### src/rtl/wrsi_pkg.sv
// Shared constants, types and helpers for the windowed RSI order signal.
// No dependencies; every other file in rtl/ but wrsi_ram imports this package.
`default_nettype none
package wrsi_pkg;

  localparam int NUM_VENUES   = 8;
  localparam int MAX_WINDOW   = 64;
  localparam int PRICE_BITS   = 32;

  localparam int VENUE_FIELD_W = 3;
  localparam int VIDX_W     = (NUM_VENUES > 1) ? $clog2(NUM_VENUES) : 1;
  localparam int POS_W      = (MAX_WINDOW > 1) ? $clog2(MAX_WINDOW) : 1;
  localparam int CNT_W      = $clog2(MAX_WINDOW + 2);
  localparam int DIFF_W     = PRICE_BITS + 1;
  localparam int SUM_W      = PRICE_BITS + $clog2(MAX_WINDOW);
  localparam int TOT_W      = SUM_W + 1;
  localparam int LEVEL_W    = 7;
  localparam int G100_W     = SUM_W + LEVEL_W;
  localparam int PROD_W     = TOT_W + LEVEL_W;
  localparam int RING_AW    = VIDX_W + POS_W;
  localparam int RING_DEPTH = 1 << RING_AW;
  localparam int RSI_SCALE  = 100;

  localparam logic [VENUE_FIELD_W:0] VENUE_LIMIT = (VENUE_FIELD_W + 1)'(NUM_VENUES);

  typedef enum logic [1:0] {
    REG_WINDOW_LENGTH  = 2'd0,
    REG_BUY_LEVEL      = 2'd1,
    REG_SELL_LEVEL     = 2'd2,
    REG_ORDER_QUANTITY = 2'd3
  } cfg_reg_t;

  typedef enum logic {
    SIDE_BUY  = 1'b0,
    SIDE_SELL = 1'b1
  } side_t;

  typedef struct packed {
    logic [VENUE_FIELD_W-1:0] venue;
    logic [15:0]              symbol;
    logic [31:0]              price;
    logic [47:0]              exch_ms;
    logic [47:0]              ingest_ms;
  } tick_tag_t;

  typedef struct packed {
    logic             elig;
    logic [SUM_W-1:0] gain;
    logic [SUM_W-1:0] loss;
    tick_tag_t        tag;
  } win_item_t;

  // zero acts as one, anything past the ring depth is clipped
  function automatic logic [CNT_W-1:0] eff_window(input logic [LEVEL_W-1:0] wl);
    logic [CNT_W-1:0] wx;
    wx = CNT_W'(wl);
    if (wx == '0) begin
      return CNT_W'(1);
    end else if (wx > CNT_W'(MAX_WINDOW)) begin
      return CNT_W'(MAX_WINDOW);
    end
    return wx;
  endfunction

endpackage
`default_nettype wire

### src/rtl/wrsi_order_if.sv
// Order output channel: valid/ready handshake plus the order word.
// Depends on wrsi_pkg.
`default_nettype none
interface wrsi_order_if;
  import wrsi_pkg::*;
  logic                     valid;
  logic                     ready;
  logic                     order_side;
  logic [VENUE_FIELD_W-1:0] order_venue;
  logic [15:0]              order_symbol;
  logic [31:0]              order_price;
  logic [31:0]              order_size;
  logic [31:0]              order_number;
  logic [47:0]              order_exchange_ms;
  logic [47:0]              order_ingest_ms;

  modport source (output valid, order_side, order_venue, order_symbol, order_price,
                  order_size, order_number, order_exchange_ms, order_ingest_ms,
                  input ready);
  modport sink   (input valid, order_side, order_venue, order_symbol, order_price,
                  order_size, order_number, order_exchange_ms, order_ingest_ms,
                  output ready);
endinterface
`default_nettype wire

### src/rtl/wrsi_decide.sv
// RSI threshold test by cross-multiplication, order numbering and the
// output word register. Depends on wrsi_pkg, wrsi_order_if.
`default_nettype none
module wrsi_decide (
  input  wire logic                          clk,
  input  wire logic                          rst,
  input  wire logic                          in_valid,
  input  wire wrsi_pkg::win_item_t           in_item,
  output      logic                          in_ready,
  input  wire logic [wrsi_pkg::LEVEL_W-1:0]  buy_level,
  input  wire logic [wrsi_pkg::LEVEL_W-1:0]  sell_level,
  input  wire logic [31:0]                   order_quantity,
  wrsi_order_if.source                       order
);
  import wrsi_pkg::*;

  logic              v2, v3, v4;
  win_item_t         it2;
  logic [G100_W-1:0] g100_3, g100_4;
  logic [TOT_W-1:0]  sum3;
  logic              elig3, elig4, nz4;
  tick_tag_t         tag3, tag4;
  logic [PROD_W-1:0] pb4, ps4;
  logic              ready2, ready3, ready4, ofree;
  logic              want_buy, want_sell, issue;
  logic [31:0]       orders;

  logic              ovalid;
  side_t             oside;
  tick_tag_t         otag;
  logic [31:0]       osize;
  logic [31:0]       onum;

  assign ofree    = !ovalid || order.ready;
  assign ready4   = !v4 || ofree;
  assign ready3   = !v3 || ready4;
  assign ready2   = !v2 || ready3;
  assign in_ready = ready2;

  always_ff @(posedge clk) begin
    if (rst) begin
      v2 <= 1'b0;
      v3 <= 1'b0;
      v4 <= 1'b0;
    end else begin
      if (ready2) v2 <= in_valid;
      if (ready3) v3 <= v2;
      if (ready4) v4 <= v3;
    end
  end

  always_ff @(posedge clk) begin
    if (ready2) begin
      it2 <= in_item;
    end
    if (ready3) begin
      g100_3 <= G100_W'(it2.gain) * G100_W'(RSI_SCALE);
      sum3   <= TOT_W'(it2.gain) + TOT_W'(it2.loss);
      elig3  <= it2.elig;
      tag3   <= it2.tag;
    end
    if (ready4) begin
      g100_4 <= g100_3;
      pb4    <= PROD_W'(sum3) * PROD_W'(buy_level);
      ps4    <= PROD_W'(sum3) * PROD_W'(sell_level);
      nz4    <= (sum3 != '0);
      elig4  <= elig3;
      tag4   <= tag3;
    end
  end

  // buy has priority when both levels trip
  assign want_buy  = PROD_W'(g100_4) < pb4;
  assign want_sell = PROD_W'(g100_4) > ps4;
  assign issue     = v4 && elig4 && nz4 && (want_buy || want_sell);

  always_ff @(posedge clk) begin
    if (rst) begin
      ovalid <= 1'b0;
      orders <= '0;
    end else if (ofree) begin
      ovalid <= issue;
      if (issue) begin
        orders <= orders + 32'd1;
      end
    end
  end

  always_ff @(posedge clk) begin
    if (ofree && issue) begin
      oside <= want_buy ? SIDE_BUY : SIDE_SELL;
      otag  <= tag4;
      osize <= order_quantity;
      onum  <= orders + 32'd1;
    end
  end

  assign order.valid             = ovalid;
  assign order.order_side        = oside;
  assign order.order_venue       = otag.venue;
  assign order.order_symbol      = otag.symbol;
  assign order.order_price       = otag.price;
  assign order.order_size        = osize;
  assign order.order_number      = onum;
  assign order.order_exchange_ms = otag.exch_ms;
  assign order.order_ingest_ms   = otag.ingest_ms;
endmodule
`default_nettype wire

### src/flat_wrapper.sv
// flat-port wrapper written by rule: the top's interface ports become plain ports
module wrsi_decide_flat import wrsi_pkg::*;
  (clk, rst, in_valid, in_item, in_ready, buy_level, sell_level, order_quantity, order_valid, order_order_side, order_order_venue, order_order_symbol, order_order_price, order_order_size, order_order_number, order_order_exchange_ms, order_order_ingest_ms, order_ready);
  wrsi_order_if order_i ();
  input  wire logic clk;
  input  wire logic rst;
  input  wire logic in_valid;
  input  wire wrsi_pkg::win_item_t in_item;
  output      logic in_ready;
  input  wire logic [wrsi_pkg::LEVEL_W-1:0] buy_level;
  input  wire logic [wrsi_pkg::LEVEL_W-1:0] sell_level;
  input  wire logic [31:0] order_quantity;
  output wire logic [$bits(order_i.valid)-1:0] order_valid;
  output wire logic [$bits(order_i.order_side)-1:0] order_order_side;
  output wire logic [$bits(order_i.order_venue)-1:0] order_order_venue;
  output wire logic [$bits(order_i.order_symbol)-1:0] order_order_symbol;
  output wire logic [$bits(order_i.order_price)-1:0] order_order_price;
  output wire logic [$bits(order_i.order_size)-1:0] order_order_size;
  output wire logic [$bits(order_i.order_number)-1:0] order_order_number;
  output wire logic [$bits(order_i.order_exchange_ms)-1:0] order_order_exchange_ms;
  output wire logic [$bits(order_i.order_ingest_ms)-1:0] order_order_ingest_ms;
  input wire logic [$bits(order_i.ready)-1:0] order_ready;
  assign order_valid = order_i.valid;
  assign order_order_side = order_i.order_side;
  assign order_order_venue = order_i.order_venue;
  assign order_order_symbol = order_i.order_symbol;
  assign order_order_price = order_i.order_price;
  assign order_order_size = order_i.order_size;
  assign order_order_number = order_i.order_number;
  assign order_order_exchange_ms = order_i.order_exchange_ms;
  assign order_order_ingest_ms = order_i.order_ingest_ms;
  assign order_i.ready = order_ready;
  wrsi_decide u_core (.clk(clk), .rst(rst), .in_valid(in_valid), .in_item(in_item), .in_ready(in_ready), .buy_level(buy_level), .sell_level(sell_level), .order_quantity(order_quantity), .order(order_i));
endmodule
### config.mk
export PLATFORM = sky130hd
export DESIGN_NAME = wrsi_decide_flat
export DESIGN_NICKNAME = d
export VERILOG_FILES = /design/src/rtl/wrsi_pkg.sv /design/src/rtl/wrsi_order_if.sv /design/src/rtl/wrsi_decide.sv /design/src/flat_wrapper.sv
export SDC_FILE = /design/constraint.sdc
export NUM_CORES = 2
export LEC_CHECK = 0
export ABC_AREA = 1
export BUFFER_PORTS_ARGS = -buffer_cell sky130_fd_sc_hd__buf_4
export CAP_MARGIN = 5
export CORE_UTILIZATION = 55
export DETAILED_ROUTE_END_ITERATION = 7
export HOLD_SLACK_MARGIN = 0.03
export PLACE_DENSITY = 0.89
export SYNTH_ARGS = -nofsm -noshare
export SYNTH_HDL_FRONTEND = slang
export SYNTH_SLANG_ARGS = --single-unit
### constraint.sdc
create_clock -name clk -period 12.6 [get_ports clk]
set_input_delay 1.26 -clock clk [delete_from_list [all_inputs] [get_ports clk]]
set_output_delay 1.26 -clock clk [all_outputs]
set_load 0.1 [all_outputs]
Word-level counts from Yosys, hierarchy flattened
Index checks and enable logic that the tools add are counted.
{"block": "word_totals", "reg_bits": 986, "inputBits": 274, "output_inout_bits": 214, "wordCells": 62}
{"block": "classes", "addsub": 2, "n_mul": 3, "n_lt_le_gt_ge": 2, "muxes": 1, "reduce_logical": 15}
{"operator": "39-bit by 7-bit multiplier with 46-bit output", "n": 2}
{"operator": "45-bit by 46-bit greater-than comparator with 1-bit output", "n": 1}
{"operator": "45-bit by 46-bit less-than comparator with 1-bit output", "n": 1}
{"operator": "38-bit by 5-bit multiplier with 43-bit output, second input constant", "n": 1}
{"operator": "38-bit by 38-bit adder with 39-bit output", "n": 1}
{"operator": "39-bit nonzero test", "n": 1}
{"operator": "32-bit by 1-bit adder with 32-bit output, second input constant", "n": 1}
{"operator": "1-bit logical OR", "n": 5}
{"operator": "1-bit logical AND", "n": 4}
{"operator": "1-bit zero test", "n": 4}
{"operator": "2-bit AND reduction", "n": 1}
{"operator": "1-bit two-way mux", "n": 1}

Depth between registers and ports, before layout
{"block": "depth", "depth_word": 5, "depth_mapped": 24, "mapped_depth_nobuf": 23}

Least setup slack after synthesis
Ideal clock, no wire load.
{"block": "synth_timing", "path_type": "input-to-output", "from": "input order_ready", "to": "output in_ready", "t_arrival_ps": 13004, "required_ps": 11340, "slack_ps": -1664, "stages": 6, "path_buffers": 0, "path_cell_list": "nor2_1 -> inv_1 -> nor2_1 -> inv_1 -> nor2_1 -> nand2_1"}
{"block": "synth_via", "elab_chain_cells": 4}
{"item": "start, declared", "line_no": "flat_wrapper.sv:22", "text": "input wire logic [$bits(order_i.ready)-1:0] order_ready;"}
{"item": "1-bit logical OR", "line_no": "wrsi_decide.sv:34", "text": "assign ofree = !ovalid || order.ready;"}
{"item": "1-bit logical OR", "line_no": "wrsi_decide.sv:35", "text": "assign ready4 = !v4 || ofree;"}
{"item": "named net u_core.ready4", "line_no": "wrsi_decide.sv:24", "text": "logic ready2, ready3, ready4, ofree;"}
{"item": "1-bit logical OR", "line_no": "wrsi_decide.sv:36", "text": "assign ready3 = !v3 || ready4;"}
{"item": "1-bit logical OR", "line_no": "wrsi_decide.sv:37", "text": "assign ready2 = !v2 || ready3;"}
{"item": "end, declared", "line_no": "flat_wrapper.sv:9", "text": "output logic in_ready;"}
The timed path passes the listed nets, and every way through them passes these cells.

Worst setup path in the final report
{"block": "layout_timing", "from": "register u_core.sum3[4]", "to": "register u_core.ps4[22] (data pin)"}
{"block": "layout_via", "elab_chain_cells": 1}
{"item": "start, declared", "line_no": "wrsi_decide.sv:20", "text": "logic [TOT_W-1:0] sum3;"}
{"item": "start signal, assigned", "line_no": "wrsi_decide.sv:58", "text": "sum3 <= TOT_W'(it2.gain) + TOT_W'(it2.loss);"}
{"item": "39-bit by 7-bit multiplier with 46-bit output", "line_no": "wrsi_decide.sv:65", "text": "ps4 <= PROD_W'(sum3) * PROD_W'(sell_level);"}
{"item": "end signal, assigned", "line_no": "wrsi_decide.sv:65"}
{"item": "end, declared", "line_no": "wrsi_decide.sv:23", "text": "logic [PROD_W-1:0] pb4, ps4;"}
Every way passes these cells.
A chain may end at the register's enable or synchronous reset.

==> Implementation_results.wiki <==
{| class="wikitable"
! Metric !! Value
|-
| Worst path arrival time || 6.27 ns
|-
| Primary FF master, synth || sky130_fd_sc_hd__edfxtp_1
|-
| Width of the die || 329.0 um
|-
| Total number of vias || 41.67k
|-
| Area occupied by multi-input gates || 24240 um^2
|-
| DR WL/cell || 21.90 um
|-
| Count of unique library cells instantiated by Yosys || 49
|-
| Instance count of the mapped netlist || 5636
|-
| HP Class || reg2reg
|-
| Setup repair after global routing missed its margin || no
|-
| Fin util || 63.60%
|-
| # DRC || 34
|-
| Final WL || 166700 um
|-
| Hold-fix buffers at CTS || 0
|-
| Number of buffers added by the clock tree synthesis step || 97
|-
| Share of the yosys chip area belonging to registers || 49.72%
|-
| Register clock-pin slew on the reported worst setup and hold paths || 0.06 ns
|-
| Synthesis-stage register bit count || 986
|-
| Critical Path End Type || flip-flop
|-
| TritonCTS clock tree || done
|-
| Number of antenna violations at the first check in global routing || 12
|-
| Drt pass-1 iters || 8
|-
| Average vias per placed instance || 5.473
|-
| Setup repair bufs after CTS || 0
|-
| Setup Total Neg Slack || 0 ns
|-
| Finished layout cell area || 67240 um^2
|-
| Status || complete, but fails checks
|-
| Placeable core area || 105700 um^2
|-
| Period utilisation layout || 46.46%
|-
| Storage cell area || 29250 um^2
|-
| Ys async rst share || 0%
|-
| Clk buf depth || 3
|-
| First DRT Iteration DRCs || 3822
|-
| Detail Route Antenna Nets || 0
|-
| Total of fill cells in the finished design || 8078
|-
| Count of max-cap constraint violations || 0
|-
| Post-layout minimum cycle time || 5.853 ns
|-
| Synthesized net count || 6684
|-
| Area Growth Syn to Fin || 14.31%
|-
| Worst clock skew || 0.03774 ns
|-
| # IOs || 488
|-
| Critical path launch point type || flip-flop
|-
| Clock network latency to the later pin of the worst-skew pair || 0.69 ns
|-
| Cells after DPL || 7419
|-
| Least-Margin Pin Slew || 1.200 ns
|-
| Hold Violations, Final || 0
|-
| TritonCTS sink count || 986
|-
| Largest net degree at the start of global routing || 132
|-
| Die Y || 329.0 um
|-
| Number of flops mapped to enable cells by yosys || 950
|-
| Layout cell share with drive strength beyond 1 || 10.93%
|-
| Cell at the root of the clock tree || sky130_fd_sc_hd__clkbuf_16
|-
| Total number of H-tree levels || 3
|-
| CP Max Fanout || 15
|-
| Die footprint || 108300 um^2
|-
| Net count reported at finish || 7175
|-
| Number of buffers inserted by port buffering || 487
|-
| Number of pins exceeding their max-slew limit in the final report || 0
|-
| PostCTS Resize Cnt || 0
|-
| Global route total overflow || 0
|-
| Total number of placement rows || 119
|-
| Maximum frequency from static timing analysis || 170.8 MHz
|-
| Vias in the first global route || 43.05k
|-
| CP required || 13.01 ns
|-
| Average instance area after synthesis || 10.44 um^2
|-
| HPWL Detailed || 127700 um
|-
| Final setup violating endpoints || 0
|-
| Warnings, synthesis || 0
|-
| Most common library cell in the layout ignoring fill and taps || sky130_fd_sc_hd__inv_1
|-
| Cell area after synthesis || 58820 um^2
|-
| Global-route wire length before repair || 249400 um
|-
| Routability cong. || 1.013
|-
| Tot GR Track Use || 30.88%
|-
| Kind of critical path || reg2reg
|-
| Worst rel slew slack || 19.98%
|-
| Effective utilization at floorplan || 55.64%
|-
| Highest-count cells in the layout ignoring fill and taps || sky130_fd_sc_hd__inv_1, sky130_fd_sc_hd__nand2_1, sky130_fd_sc_hd__edfxtp_1, sky130_fd_sc_hd__buf_4, sky130_fd_sc_hd__fa_1
|-
| Dpl cell area || 63920 um^2
|-
| Layout Cells excl Fill || 7613
|-
| Violations in the final reports || DRC
|}
-- logic make-up after synthesis --
family	share of synthesized area [%]
simple gates	12.16
buf+inv	9.089
xor+xnor	2.529
fa+ha+maj	21.59
flops	49.72
compound gates	4.903
-- through the flow --
step / setup slack (ns) / hold WS, ns
after floorplan: 2.590 / 0.4003
after global routing: 6.573 / 0.4106
final: 6.747 / 0.4068
after global placement: 6.170 / 0.4002
after CTS: 6.859 / 0.3952
after detailed placement: 6.221 / 0.4045
-- state kept, by name (all words and copies together) (netlist names), 3 cells and up --
name / cells
u_core.order.order_ingest_ms: 48
u_core.order.order_price: 32
u_core.tag4: 147
u_core.orders: 32
u_core.order.order_symbol: 16
u_core.pb4: 46
u_core.it2: 224
u_core.order.order_venue: 3
u_core.ps4: 46
u_core.order.order_number: 32
u_core.sum3: 39
u_core.g100_3: 43
u_core.tag3: 147
u_core.g100_4: 43
u_core.order.order_exchange_ms: 48
u_core.order.order_size: 32
-- critical path: stages, from the launching register on --
cell and delay, ns:
sky130_fd_sc_hd__edfxtp_1 1.09, sky130_fd_sc_hd__nand2_1 0.10, sky130_fd_sc_hd__inv_1 0.12, sky130_fd_sc_hd__fa_1 0.47, sky130_fd_sc_hd__fa_1 0.52, sky130_fd_sc_hd__fa_1 0.55, sky130_fd_sc_hd__inv_1 0.06, sky130_fd_sc_hd__fa_1 0.53
sky130_fd_sc_hd__inv_1 0.04, sky130_fd_sc_hd__ha_1 0.40, sky130_fd_sc_hd__nand2_1 0.16, sky130_fd_sc_hd__o21bai_1 0.23, sky130_fd_sc_hd__nand2b_1 0.30, sky130_fd_sc_hd__a21oi_1 0.19, sky130_fd_sc_hd__o21ai_0 0.36, sky130_fd_sc_hd__xor2_1 0.44
-- cells in the mapped netlist, types with 23 or more instances --
library cell / instances / area share [%]
sky130_fd_sc_hd__nand4_1: 42 / 0.45
sky130_fd_sc_hd__inv_1: 1312 / 8.4
sky130_fd_sc_hd__nand2_1: 1171 / 7.5
sky130_fd_sc_hd__nor3_1: 48 / 0.41
sky130_fd_sc_hd__nor2_1: 340 / 2.2
sky130_fd_sc_hd__xor2_1: 129 / 1.9
sky130_fd_sc_hd__edfxtp_1: 950 / 48
sky130_fd_sc_hd__clkbuf_1: 84 / 0.54
sky130_fd_sc_hd__a21o_1: 25 / 0.32
sky130_fd_sc_hd__fa_1: 402 / 14
sky130_fd_sc_hd__xnor2_1: 39 / 0.58
sky130_fd_sc_hd__o21bai_1: 23 / 0.29
sky130_fd_sc_hd__nand3_1: 113 / 0.96
sky130_fd_sc_hd__ha_1: 372 / 7.9
sky130_fd_sc_hd__nor4_1: 31 / 0.33
sky130_fd_sc_hd__dfxtp_1: 36 / 1.2
sky130_fd_sc_hd__a21oi_1: 260 / 2.2
sky130_fd_sc_hd__o21ai_0: 140 / 1.2
-- worst paths after layout --
check	cells after the start	from	to	slack [ns]
worst min register to register	0	u_core.tag3[42]	u_core.tag4[42]	0.41
worst max register to register	15	u_core.sum3[4]	u_core.ps4[22]	6.75
worst max-delay path	15	u_core.sum3[4]	u_core.ps4[22]	6.75
worst min-delay path	0	u_core.tag3[42]	u_core.tag4[42]	0.41
-- final cells by class --
class | count | area share (%)
diodes | 11 | 0.04094
clock buffers | 113 | 3.763
clock inverters | 70 | 1.133
inverters | 1313 | 7.358
multi-input cells | 3231 | 36.06
flip-flops and latches | 986 | 43.50
well taps | 1391 | 2.588
repair buffers | 498 | 5.560
-- layer usage --
metal  up-vias  global-route usage [%]  share of wire [%]
met4         0                   17.53                6.3
met2      2004                   51.61                 48
met5         -                       0                  0
li1      18918                       -                  -
met3       552                   5.938                8.4
met1     20193                   37.59                 37
Power is left out: the tool's default activity adds up to more than one toggle a clock period on the data nets, which glitch-free logic cannot reach.
